<file path="src/varint_delta_coordinate_decoder_core_macros.svh">
// ----------------------------------------------------------------------------
// Assertion macros for the varint delta coordinate decoder.
// Each macro checks one implication on the rising clock edge, disabled in reset.
// ----------------------------------------------------------------------------
`ifndef VARINT_DELTA_COORDINATE_DECODER_CORE_MACROS_SVH
`define VARINT_DELTA_COORDINATE_DECODER_CORE_MACROS_SVH

// The consequent must hold in the same cycle as the antecedent.
`define VDCD_ASSERT_SAME(label, clk, rst, ante, cons, msg) \
   label: assert property (@(posedge clk) disable iff (rst) (ante) |-> (cons)) \
      else $error(msg);

// The consequent must hold in the cycle after the antecedent.
`define VDCD_ASSERT_NEXT(label, clk, rst, ante, cons, msg) \
   label: assert property (@(posedge clk) disable iff (rst) (ante) |=> (cons)) \
      else $error(msg);

`endif

</file>
<file path="src/vdcd_pkg.sv">
`timescale 1ns / 1ps
`default_nettype none
// ----------------------------------------------------------------------------
// vdcd_pkg
// Types and constants shared by the varint delta coordinate decoder modules.
// ----------------------------------------------------------------------------
package vdcd_pkg;

   localparam int VALUE_WIDTH_DEFAULT = 64;
   localparam int RESULT_WIDTH        = 64;
   localparam int BYTE_WIDTH          = 8;
   localparam int GROUP_BITS          = 7;
   localparam int FIRST_GROUP_BITS    = 6;
   localparam int CONT_BIT            = 7;
   localparam int SIGN_BIT            = 6;
   localparam int SHIFT_WIDTH         = 7;
   localparam logic [SHIFT_WIDTH-1:0] SHIFT_MAX = 7'd127;

   typedef logic [1:0] mode_type;

   localparam mode_type MODE_UNSIGNED = 2'd0;
   localparam mode_type MODE_SIGNED   = 2'd1;
   localparam mode_type MODE_DELTA    = 2'd2;

   typedef struct packed {
      logic [BYTE_WIDTH-1:0] data_byte;
      logic                  record_start;
   } req_payload_type;

   typedef struct packed {
      logic [RESULT_WIDTH-1:0] decoded_value;
      logic                    axis_y;
      logic                    overflow;
   } rsp_payload_type;

   typedef struct packed {
      logic                   in_progress;
      logic                   negative;
      logic                   overflowed;
      logic [SHIFT_WIDTH-1:0] shift_position;
   } value_ctrl_type;

endpackage
`default_nettype wire

</file>
<file path="src/vdcd_value_unit.sv">
`timescale 1ns / 1ps
`default_nettype none
// ----------------------------------------------------------------------------
// vdcd_value_unit
// Merges one stream byte into the partly decoded value and its flags.
// ----------------------------------------------------------------------------
module vdcd_value_unit #(
   parameter int VALUE_WIDTH = vdcd_pkg::VALUE_WIDTH_DEFAULT
) (
   input  vdcd_pkg::mode_type                  mode,
   input  logic [vdcd_pkg::BYTE_WIDTH-1:0]     data_byte,
   input  vdcd_pkg::value_ctrl_type            cur_ctrl,
   input  logic [VALUE_WIDTH-1:0]              cur_partial,
   output vdcd_pkg::value_ctrl_type            next_ctrl,
   output logic [VALUE_WIDTH-1:0]              next_partial
);
   import vdcd_pkg::*;

   logic [GROUP_BITS-1:0]             chunk;
   logic [VALUE_WIDTH+GROUP_BITS-1:0] shifted;
   logic [SHIFT_WIDTH:0]              shift_sum;
   logic                              in_range;
   logic                              signed_first;

   assign chunk        = data_byte[GROUP_BITS-1:0];
   assign signed_first = (mode inside {MODE_SIGNED, MODE_DELTA});
   assign shifted      = {{VALUE_WIDTH{1'b0}}, chunk} << cur_ctrl.shift_position;
   assign shift_sum    = {1'b0, cur_ctrl.shift_position} + (SHIFT_WIDTH+1)'(GROUP_BITS);
   assign in_range     = {1'b0, cur_ctrl.shift_position} < (SHIFT_WIDTH+1)'(VALUE_WIDTH);

   always_comb begin
      next_ctrl    = cur_ctrl;
      next_partial = cur_partial;
      if (!cur_ctrl.in_progress) begin
         next_ctrl.in_progress = 1'b1;
         next_ctrl.overflowed  = 1'b0;
         if (signed_first) begin
            next_ctrl.negative       = data_byte[SIGN_BIT];
            next_partial             = VALUE_WIDTH'(data_byte[FIRST_GROUP_BITS-1:0]);
            next_ctrl.shift_position = SHIFT_WIDTH'(FIRST_GROUP_BITS);
         end else begin
            next_ctrl.negative       = 1'b0;
            next_partial             = VALUE_WIDTH'(chunk);
            next_ctrl.shift_position = SHIFT_WIDTH'(GROUP_BITS);
         end
      end else begin
         if (in_range) begin
            if (|shifted[VALUE_WIDTH+GROUP_BITS-1:VALUE_WIDTH]) begin
               next_ctrl.overflowed = 1'b1;
            end
            next_partial = cur_partial | shifted[VALUE_WIDTH-1:0];
         end else if (|chunk) begin
            next_ctrl.overflowed = 1'b1;
         end
         next_ctrl.shift_position = (shift_sum > {1'b0, SHIFT_MAX}) ? SHIFT_MAX
                                                                   : shift_sum[SHIFT_WIDTH-1:0];
      end
   end

endmodule
`default_nettype wire

</file>
<file path="src/varint_delta_coordinate_decoder_core.sv">
`timescale 1ns / 1ps
`default_nettype none
// ----------------------------------------------------------------------------
// varint_delta_coordinate_decoder_core
// Byte-serial varint decoder with sign-magnitude and delta-pair modes.
// ----------------------------------------------------------------------------
// The block takes one byte per transfer and can accept a byte in every cycle
// unless a finished value waits for a stalled output register. A byte is held
// in the input register, where the group merge, negation and running-sum add
// are done, and the result of a byte with bit 7 clear is then held in the
// output register until it is taken. Bytes with bit 7 set only update the
// decoder state and give no result. The mode register is to be written only
// while no byte is in flight.
// ----------------------------------------------------------------------------
`include "varint_delta_coordinate_decoder_core_macros.svh"

module varint_delta_coordinate_decoder_core #(
   parameter int VALUE_WIDTH = vdcd_pkg::VALUE_WIDTH_DEFAULT
) (
   input  logic                      clock,
   input  logic                      reset,
   input  logic                      csr_write_en,
   input  vdcd_pkg::mode_type        csr_write_data,
   input  logic                      req_valid,
   output logic                      req_stall,
   input  vdcd_pkg::req_payload_type req_payload,
   output logic                      rsp_valid,
   input  logic                      rsp_stall,
   output vdcd_pkg::rsp_payload_type rsp_payload
);
   import vdcd_pkg::*;

   mode_type                mode_ff;
   logic                    in_valid_ff, in_valid_in;
   req_payload_type         in_data_ff;
   value_ctrl_type          ctrl_ff, ctrl_in;
   logic [VALUE_WIDTH-1:0]  partial_ff, partial_in;
   logic                    next_axis_ff, next_axis_in;
   logic [RESULT_WIDTH-1:0] sum_x_ff, sum_x_in;
   logic [RESULT_WIDTH-1:0] sum_y_ff, sum_y_in;
   logic                    rsp_valid_ff, rsp_valid_in;
   rsp_payload_type         rsp_data_ff;

   value_ctrl_type          eff_ctrl, merged_ctrl;
   logic [VALUE_WIDTH-1:0]  eff_partial, merged_partial;
   logic                    eff_axis;
   logic [RESULT_WIDTH-1:0] eff_sum_x, eff_sum_y;
   logic [RESULT_WIDTH-1:0] magnitude, addend, base, result;
   logic                    delta_mode, emit, out_free, advance, req_transfer;

   assign eff_ctrl    = in_data_ff.record_start ? '0 : ctrl_ff;
   assign eff_partial = in_data_ff.record_start ? '0 : partial_ff;
   assign eff_axis    = in_data_ff.record_start ? 1'b0 : next_axis_ff;
   assign eff_sum_x   = in_data_ff.record_start ? '0 : sum_x_ff;
   assign eff_sum_y   = in_data_ff.record_start ? '0 : sum_y_ff;

   vdcd_value_unit #(
      .VALUE_WIDTH(VALUE_WIDTH)
   ) u_value_unit (
      .mode        (mode_ff),
      .data_byte   (in_data_ff.data_byte),
      .cur_ctrl    (eff_ctrl),
      .cur_partial (eff_partial),
      .next_ctrl   (merged_ctrl),
      .next_partial(merged_partial)
   );

   assign delta_mode = (mode_ff == MODE_DELTA);
   assign magnitude  = RESULT_WIDTH'(merged_partial);
   assign addend     = magnitude ^ {RESULT_WIDTH{merged_ctrl.negative}};
   assign base       = !delta_mode ? '0 : (eff_axis ? eff_sum_y : eff_sum_x);
   assign result     = base + addend + RESULT_WIDTH'(merged_ctrl.negative);

   assign emit         = !in_data_ff.data_byte[CONT_BIT];
   assign out_free     = !rsp_valid_ff || !rsp_stall;
   assign advance      = in_valid_ff && (!emit || out_free);
   assign req_stall    = in_valid_ff && !advance;
   assign req_transfer = req_valid && !req_stall;

   assign rsp_valid   = rsp_valid_ff;
   assign rsp_payload = rsp_data_ff;

   always_comb begin
      in_valid_in = in_valid_ff;
      if (req_transfer) begin
         in_valid_in = 1'b1;
      end else if (advance) begin
         in_valid_in = 1'b0;
      end
   end

   always_comb begin
      rsp_valid_in = rsp_valid_ff;
      if (advance && emit) begin
         rsp_valid_in = 1'b1;
      end else if (!rsp_stall) begin
         rsp_valid_in = 1'b0;
      end
   end

   always_comb begin
      ctrl_in      = ctrl_ff;
      partial_in   = partial_ff;
      next_axis_in = next_axis_ff;
      sum_x_in     = sum_x_ff;
      sum_y_in     = sum_y_ff;
      if (advance) begin
         next_axis_in = eff_axis;
         sum_x_in     = eff_sum_x;
         sum_y_in     = eff_sum_y;
         if (emit) begin
            ctrl_in    = '0;
            partial_in = '0;
            if (delta_mode) begin
               next_axis_in = !eff_axis;
               if (eff_axis) begin
                  sum_y_in = result;
               end else begin
                  sum_x_in = result;
               end
            end
         end else begin
            ctrl_in    = merged_ctrl;
            partial_in = merged_partial;
         end
      end
   end

   always_ff @(posedge clock) begin
      if (reset) begin
         mode_ff      <= MODE_UNSIGNED;
         in_valid_ff  <= 1'b0;
         rsp_valid_ff <= 1'b0;
         ctrl_ff      <= '0;
         partial_ff   <= '0;
         next_axis_ff <= 1'b0;
         sum_x_ff     <= '0;
         sum_y_ff     <= '0;
      end else begin
         if (csr_write_en) begin
            mode_ff <= csr_write_data;
         end
         in_valid_ff  <= in_valid_in;
         rsp_valid_ff <= rsp_valid_in;
         ctrl_ff      <= ctrl_in;
         partial_ff   <= partial_in;
         next_axis_ff <= next_axis_in;
         sum_x_ff     <= sum_x_in;
         sum_y_ff     <= sum_y_in;
      end
   end

   always_ff @(posedge clock) begin
      if (req_transfer) begin
         in_data_ff <= req_payload;
      end
      if (advance && emit) begin
         rsp_data_ff.decoded_value <= result;
         rsp_data_ff.axis_y        <= delta_mode && eff_axis;
         rsp_data_ff.overflow      <= merged_ctrl.overflowed;
      end
   end

   `VDCD_ASSERT_NEXT(a_value_closes, clock, reset, advance && emit, !ctrl_ff.in_progress,
      "Decoder state still in progress after the last byte of a value.")
   `VDCD_ASSERT_SAME(a_idle_shift_zero, clock, reset, !ctrl_ff.in_progress,
      (ctrl_ff.shift_position == '0) && !ctrl_ff.overflowed && !ctrl_ff.negative,
      "Idle decoder holds a nonzero shift position or stale flags.")
   `VDCD_ASSERT_SAME(a_busy_shift_min, clock, reset, ctrl_ff.in_progress,
      ctrl_ff.shift_position >= SHIFT_WIDTH'(FIRST_GROUP_BITS),
      "Decoder in progress with a shift position below the first group.")
   `VDCD_ASSERT_SAME(a_rsp_from_emit, clock, reset, $rose(rsp_valid_ff),
      $past(advance && emit),
      "Result register became valid without a completed value.")

endmodule
`default_nettype wire

</file>
<file path="config.mk">
export PLATFORM = sky130hd
export DESIGN_NAME = varint_delta_coordinate_decoder_core
export DESIGN_NICKNAME = d
export VERILOG_FILES = /design/src/vdcd_pkg.sv /design/src/vdcd_value_unit.sv /design/src/varint_delta_coordinate_decoder_core.sv
export VERILOG_INCLUDE_DIRS = /design/src /design/src/src
export SDC_FILE = /design/constraint.sdc
export NUM_CORES = 1
export LEC_CHECK = 0
export BUFFER_PORTS_ARGS = -buffer_cell sky130_fd_sc_hd__buf_2
export CAP_MARGIN = 20
export CORE_MARGIN = 2
export CORE_UTILIZATION = 50
export DETAILED_ROUTE_END_ITERATION = 10
export PLACE_DENSITY_LB_ADDON = 0.15
export SKIP_CTS_REPAIR_TIMING = 1
export SLEW_MARGIN = 20
export SYNTH_ARGS = -nofsm -noshare
export SYNTH_HDL_FRONTEND = slang
export SYNTH_SLANG_ARGS = --single-unit
</file>
<file path="constraint.sdc">
create_clock -name clock -period 7.2 [get_ports clock]
set_input_delay 1.08 -clock clock [delete_from_list [all_inputs] [get_ports clock]]
set_output_delay 1.08 -clock clock [all_outputs]
set_load 0.02 [all_outputs]
</file>
==> run_results.csv, run 1 <==
group,metric,value,unit
worst_hold_path,hold_path_end,"sum_x_ff[49]$_SDFFE_PP0P_",
power_and_ir_drop,combPwrFrac,9.7,%
floorplanning,dieHeight,184,um
worst_setup_path,worst_setup_path_start_kind,"flop",
route,ant_nets,0,
clocking,numClockSinks,282,
clocking,cts_inserted_buffers,30,
finish,layout_commonest_cell,"nor2_1",
route,wl,50700,um
logic_synthesis,netlist_area,16200,sq um
power_and_ir_drop,leakagePower,6.94,nW
logic_synthesis,synth_simple_gate_area_share,15.8,%
global_routing,grt_pass1_wl,78400,um
route,avgViaCountPerCell,6.18,
logic_synthesis,syn_inst,1866,
timing,slew_headroom,29.5,%
clocking,cts_tree,"built",
placement,routabilityCongestion,0.935,
worst_hold_path,min-delay-start,"sum_x_ff[49]$_SDFFE_PP0P_",
placement,dp_hpwl,35600,um
worst_setup_path,worstSetupPathType,"reg -> reg",
worst_setup_path,ff2ff_path_depth,20,
floorplanning,fp.coreArea,31700,sq um
finish,final_area,17900,sq um
logic_synthesis,synth_area_leaders,"dfxtp_1 (26%), edfxtp_1 (14%), nor2_1 (7.7%), mux2i_1 (7.6%), a21oi_1 (5.5%)",
timing,rsz0062_at_grt,"false",
run,max_cap_viol_count,0,
clocking,cts_buffer_depth,3,
floorplanning,rows,65,
worst_setup_path,r2r_end,"sum_y_ff[63]$_SDFFE_PP0P_",
clocking,htreeDepth,1,
global_routing,grt_pass1_vias,13500,
global_routing,grt_max_degree,82,
timing,setup_viol,0,
timing,setup-tns-final,0,ps
logic_synthesis,synth-xor-area-share,3.82,%
route,vias,14200,
logic_synthesis,postSynthAreaPerCell,8.68,sq um
timing,min_period_over_period,90.1,%
logic_synthesis,yosysSeqAreaShare,39.5,%
status,status,"completed",
timing,worstMarginPinSlew,1060,ps
placement,pre_cts_ws,579,ps
clocking,cts_root_buf,"clkbuf_16",
logic_synthesis,ys_ff_latch,282,
route,drt_iter0_markers,1236,
logic_synthesis,syn_nets,1948,
placement,portBuffers,83,
power_and_ir_drop,power.density,201,nW/um^2
floorplanning,die_w,184,um
power_and_ir_drop,switching_share,25.9,%
timing,max_freq,154,MHz
logic_synthesis,postSynth.asyncResetShare,0,%
route,drc,0,
global_routing,antenna_found_initial,0,
worst_setup_path,crit_required,7670,ps
placement,dp.cells,2249,
global_routing,grt_usage,29.7,%
timing,hold_viol,0,
logic_synthesis,synthMuxAreaShare,8.16,%
finish,final_cell_mix,"nor2_1 (330), dfxtp_1 (205), a21oi_1 (179)",
power_and_ir_drop,clock_power_share,43.9,%
finish,final_nets,1961,
floorplanning,die-area,33800,sq um
power_and_ir_drop,finalPower,3.60,mW
logic_synthesis,yosysTopAreaCell,"dfxtp_1",
floorplanning,ios,84,
logic_synthesis,synth_top_family_by_area,"compound AO/OA/AOI/OAI gates",
route,drt_first_pass_iters,5,
worst_setup_path,rr_startpoint,"in_data_ff[0]$_DFFE_PP_",
power_and_ir_drop,seqPwrFrac,46.4,%
worst_hold_path,hold_class,"reg -> reg",
logic_synthesis,synth.top_cell.area_share,25.6,%
logic_synthesis,synth_flop_cell,"dfxtp_1",
logic_synthesis,synth-edff-count,75,
route,avgRoutedWirePerCell,22.0,um
finish,layout-drive-gt1-share,10.6,%
logic_synthesis,ys_warn_count,0,
power_and_ir_drop,p_switching,0.931,mW
power_and_ir_drop,peakVddDrop,0.000227,V
worst_setup_path,path_max_fanout,14,
finish,nFillCells,2942,
placement,place_area,16900,sq um
power_and_ir_drop,internal-power,2.66,mW
finish,diodes,0,
worst_setup_path,cp.arrival,6950,ps
finish,area_growth_syn_to_layout,10.5,%
clocking,clkLatencyLatePin,580,ps
timing,worst_slack,714,ps
timing,skew,20.4,ps
logic_synthesis,synthAdderAreaFrac,5.14,%
logic_synthesis,synthDistinctLibCells,83,
logic_synthesis,synth_compound_area_share,24.0,%
worst_hold_path,hold-path-cell-count,2,
worst_setup_path,reg2reg_slack,710,ps
floorplanning,start_util,51.1,%
finish,stdcell_count,2305,
worst_setup_path,critPathCaptureType,"flop",
timing,period_needed,6490,ps
global_routing,gr-total-overflow,0,
timing,slew_violations,0,
clocking,clkTransAtPathRegs,60,ps
-- how the worst max path moves through the flow --
stage | start | to | slack (ps) | depth (start not counted)
after floorplan | in_data_ff[0]$_DFFE_PP_ | sum_y_ff[59]$_SDFFE_PP0P_ | 2160 | 20
after global placement | in_data_ff[0]$_DFFE_PP_ | sum_y_ff[59]$_SDFFE_PP0P_ | 950 | 20
after detailed placement | in_data_ff[0]$_DFFE_PP_ | sum_y_ff[63]$_SDFFE_PP0P_ | 580 | 20
after CTS | in_data_ff[0]$_DFFE_PP_ | sum_y_ff[63]$_SDFFE_PP0P_ | 540 | 20
after global routing | in_data_ff[0]$_DFFE_PP_ | sum_y_ff[63]$_SDFFE_PP0P_ | 9 | 20
final | in_data_ff[0]$_DFFE_PP_ | sum_y_ff[63]$_SDFFE_PP0P_ | 710 | 20
-- metal layers --
layer	wire (um)	GRT usage, %	up-vias
met5	0	0	-
met4	1350	8.51	0
met3	3220	4.64	73
met2	22400	46.9	445
met1	23700	41.9	6906
li1	-	-	6820
-- critical path, cell delays in order (launching register included) --
cell and delay (ps):
edfxtp_1 560, nor2b_1 550, inv_2 160, mux4_2 470, nand2_1 80, o21ai_0 200, mux2i_2 580, nor2_1 70
o21ai_0 300, mux2i_1 240, ha_1 340, and4_1 270, and2_1 200, a221oi_2 290, o21ai_1 140, a2111oi_0 630
o311ai_2 320, a41oi_2 420, o21ai_1 160, xnor2_2 170, a22o_1 220
-- power by group through the flow --
stage               clock [mW]  sequential (mW)  combinational (mW)
floorplan                    0             1.71               0.222
global placement             0             1.70               0.341
detailed placement           0             1.70               0.342
CTS                       1.60             1.67               0.344
global route              1.66             1.67               0.375
finish                    1.58             1.67               0.348
-- stage by stage --
step | utilization, % | hold WS, ps
2_1_floorplan | - | 424
3_3_place_gp | 53.2 | 433
3_5_place_dp | 53.2 | 442
4_1_cts | 56.4 | 457
5_1_grt | 56.4 | 488
6_report | 56.4 | 454
-- sequential cells by signal, summed over array words and instances (netlist names) --
name          count
ctrl_ff          10
in_data_ff        9
rsp_payload      66
next_axis_ff      1
sum_y_ff         64
partial_ff       64
mode_ff           2
sum_x_ff         64
in_valid_ff       1
rsp_valid         1
-- kinds of logic after synthesis --
| logic type | after synthesis |
|---|---|
| muxes | 128 |
| xor gates and xnor gates | 69 |
| DFF | 282 |
| adders and majority gates | 66 |
| buffers and inverters | 156 |
| AOI/OAI and AO/OA | 578 |
| and+or+nand+nor | 587 |
-- synthesized netlist by cell type (3+ instances only) --
| cell | instances |
|---|---|
| a22o_1 | 47 |
| nand4_1 | 15 |
| a211oi_1 | 10 |
| clkbuf_1 | 114 |
| a22oi_1 | 116 |
| nor3_1 | 24 |
| o31a_1 | 3 |
| o31ai_1 | 7 |
| nor2_1 | 332 |
| nand2b_1 | 15 |
| nor2b_1 | 19 |
| and2_1 | 6 |
| nor3b_1 | 3 |
| o211ai_1 | 7 |
| o21ai_0 | 60 |
| o21ai_1 | 9 |
| nand3_1 | 14 |
| a31oi_1 | 24 |
| xor2_1 | 28 |
| and4_1 | 4 |
| ha_1 | 65 |
| buf_1 | 12 |
| a21boi_0 | 3 |
| edfxtp_1 | 75 |
| a21oi_1 | 179 |
| nand2_1 | 119 |
| xnor2_1 | 39 |
| o21bai_1 | 13 |
| nor4_1 | 5 |
| o21a_1 | 8 |
| dfxtp_1 | 207 |
| a21o_1 | 54 |
| or2_2 | 6 |
| inv_1 | 27 |
| or3_1 | 7 |
| mux2i_1 | 123 |
| or4_1 | 3 |
| and3_1 | 7 |
-- area by class of cell --
cell class              count  area (sq um)  share of cell area (%)
inverters                  28           106                   0.594
flip-flops and latches    282          6400                    35.8
clock inverters            16           175                   0.979
clock buffers              40           828                    4.63
repair buffers            109           626                    3.50
multi-input cells        1428          9260                    51.7
well taps                 402           503                    2.81
Note: power is estimated with default switching activity, not from simulation.
==> inputs of run 2 (changes only) <==
--- a/config.mk
+++ b/config.mk
@@ -11,6 +11,7 @@
 export CORE_MARGIN = 2
 export CORE_UTILIZATION = 50
 export DETAILED_ROUTE_END_ITERATION = 10
+export GPL_TIMING_DRIVEN = 0
 export PLACE_DENSITY_LB_ADDON = 0.15
 export SKIP_CTS_REPAIR_TIMING = 1
 export SLEW_MARGIN = 20
==> run 2 against run 1 <==
  * Maximum frequency fell by 7.8%
  * Register-to-register slack got worse by 550 ps
  * Core utilization rose by 1.1 points
  * Hold slack got worse by 1.2 ps
  * Sequential power barely moved
  * Non-clock buffer count rose by 103
  * Cell count rose by 4.5%
  * Clock skew fell by 2.9 ps
  * Largest cell class unchanged
  * First-iteration DRC count rose by 20%
  * Total power rose by 3.1%
==> run_results.csv, run 2 (synthesis gave the netlist of run 1 again) <==
group,metric,value,unit
power_and_ir_drop,leakagePower,7.02,nW
placement,pre_cts_ws,-547,ps
floorplanning,ios,84,
worst_setup_path,worst_setup_path_start_kind,"flop",
worst_setup_path,cp_common_cell,"clkbuf_1",
placement,routabilityCongestion,0.970,
worst_setup_path,cp.arrival,7350,ps
route,ant_nets,0,
worst_hold_path,hold-path-cell-count,2,
route,vias,14800,
global_routing,grt_max_degree,50,
floorplanning,start_util,51.1,%
global_routing,grt_pass1_vias,13600,
clocking,clkLatencyLatePin,580,ps
worst_setup_path,crit_required,7510,ps
timing,rsz0062_at_grt,"false",
worst_setup_path,reg2reg_slack,160,ps
clocking,clkTransAtPathRegs,60,ps
worst_setup_path,slowest_delay,840,ps
finish,layout_commonest_cell,"nor2_1",
finish,area_growth_syn_to_layout,12.6,%
timing,hold_viol,0,
route,wl,51700,um
status,status,"completed",
placement,dp_hpwl,38200,um
timing,slew_violations,0,
clocking,cts_buffer_depth,3,
clocking,cts_root_buf,"clkbuf_16",
global_routing,grt_usage,30.1,%
finish,layout-drive-gt1-share,8.67,%
worst_setup_path,ff2ff_path_depth,21,
power_and_ir_drop,peakVddDrop,0.000215,V
clocking,cts_tree,"built",
route,drt_first_pass_iters,6,
finish,final_nets,2064,
clocking,htreeDepth,1,
finish,largest_reg_flops,66,
global_routing,gr-total-overflow,0,
power_and_ir_drop,power.density,203,nW/um^2
timing,min_period_over_period,97.7,%
run,max_cap_viol_count,0,
timing,slew_headroom,17.3,%
global_routing,grt_pass1_wl,78900,um
placement,place_area,17200,sq um
floorplanning,die_w,184,um
clocking,cts_inserted_buffers,30,
worst_hold_path,hold_path_end,"sum_y_ff[53]$_SDFFE_PP0P_",
worst_setup_path,r2r_end,"rsp_payload[58]$_DFFE_PP_",
timing,max_freq,142,MHz
route,drc,0,
worst_setup_path,rr_startpoint,"in_data_ff[0]$_DFFE_PP_",
route,avgRoutedWirePerCell,21.5,um
timing,period_needed,7040,ps
finish,diodes,0,
floorplanning,die-area,33800,sq um
timing,worstMarginPinSlew,1240,ps
finish,final_area,18200,sq um
worst_hold_path,min-delay-start,"sum_y_ff[53]$_SDFFE_PP0P_",
floorplanning,fp.coreArea,31700,sq um
worst_setup_path,worstSetupPathType,"reg -> reg",
worst_setup_path,critPathSlowestCell,"o21ai_0",
placement,portBuffers,83,
floorplanning,dieHeight,184,um
route,avgViaCountPerCell,6.14,
worst_setup_path,critPathCaptureType,"flop",
clocking,numClockSinks,282,
finish,final_cell_mix,"nor2_1 (331), dfxtp_1 (207), a21oi_1 (179)",
finish,nFillCells,2986,
worst_setup_path,path_max_fanout,10,
timing,skew,17.5,ps
worst_hold_path,hold_class,"reg -> reg",
global_routing,antenna_found_initial,0,
floorplanning,rows,65,
timing,worst_slack,165,ps
timing,setup_viol,0,
worst_setup_path,path_cells,"clkbuf_1 -> nand2b_1 -> clkbuf_1 -> o21ai_0 -> a22oi_1 -> nor2_1 -> a21oi_1 -> nor2_1 -> mux2i_1 -> ha_1 -> clkbuf_1 -> a21oi_1 -> o21bai_1 -> a21o_1 -> a21o_1 -> a221oi_1 -> o32a_1 -> nand3_1 -> a31oi_1 -> xor2_1 -> inv_1",
route,drt_iter0_markers,1480,
run 2: cell types whose count changed in the layout (fill, tap and decap cells not counted), moves of 2 or more:
cell       before  now
bufinv_16       3    5
mux2i_1       121  123
inv_6           0    2
dfxtp_1       205  207
buf_1           0   12
clkbuf_1        6  117
clkinv_1        4    2
nor2b_2         3    0
buf_4          26    1
buf_2          82   84
nor2b_1        16   19
run 2: worst max-delay path by stage:
stage | start | to | slack [ps] | cells after the start
after floorplan | in_data_ff[0]$_DFFE_PP_ | sum_y_ff[59]$_SDFFE_PP0P_ | 2160 | 20
after global placement | in_data_ff[0]$_DFFE_PP_ | sum_y_ff[63]$_SDFFE_PP0P_ | -820 | 20
after detailed placement | in_data_ff[0]$_DFFE_PP_ | sum_y_ff[63]$_SDFFE_PP0P_ | -550 | 20
after CTS | in_data_ff[0]$_DFFE_PP_ | sum_y_ff[63]$_SDFFE_PP0P_ | -600 | 20
after global routing | ctrl_ff[0]$_SDFFE_PP0P_ | sum_x_ff[63]$_SDFFE_PP0P_ | 90 | 22
final | in_data_ff[0]$_DFFE_PP_ | rsp_payload[58]$_DFFE_PP_ | 160 | 21
run 2: worst max-delay path: cells and delay by family (launching register included):
kind                       cells  cell delay [ps]
AOI/OAI and AO/OA             10             2950
xor gates and xnor gates       1              450
adders and majority gates      1              260
buffers and inverters          4              890
DFF                            1              510
muxes                          1              240
and+or+nand+nor                4             1450
run 2: area by class of cell:
type                       count  area [sq um]  share of cell area (%)
buffer                       128           485                    2.66
clock buffer                  38           842                    4.62
clock inverter                18           230                    1.26
inverter                      28           108                   0.590
multi-input combinational   1428          9240                    50.6
sequential                   282          6400                    35.1
tap                          402           503                    2.76
timing repair buffer          84           443                    2.43
run 2: per-layer routing:
layer  GRT usage, %  up-vias  wire length [um]
li1               -     7014                 -
met1           43.3     7036             23500
met2           45.3      633             22100
met3           5.53      106              4420
met4           10.5        0              1740
met5              0        -                 0
run 2: metrics by stage:
stage | hold WS [ps] | power, mW | setup TNS, ps | util [%] | cells
after floorplan | 424 | 1.93 | 0 | - | 1866
after global routing | 486 | 3.82 | 0 | 57.5 | 2408
final | 453 | 3.71 | 0 | 57.5 | 2408
after CTS | 458 | 3.72 | -6680 | 57.5 | 2408
after global placement | 433 | 2.05 | -10440 | 54.0 | 2351
after detailed placement | 444 | 2.05 | -5990 | 54.1 | 2352
run 2: power by group:
| part | internal (mW) | switching [mW] | total, mW |
|---|---|---|---|
| clock | 1.01 | 0.673 | 1.68 |
| combinational | 0.0981 | 0.268 | 0.366 |
| sequential | 1.65 | 0.0114 | 1.66 |
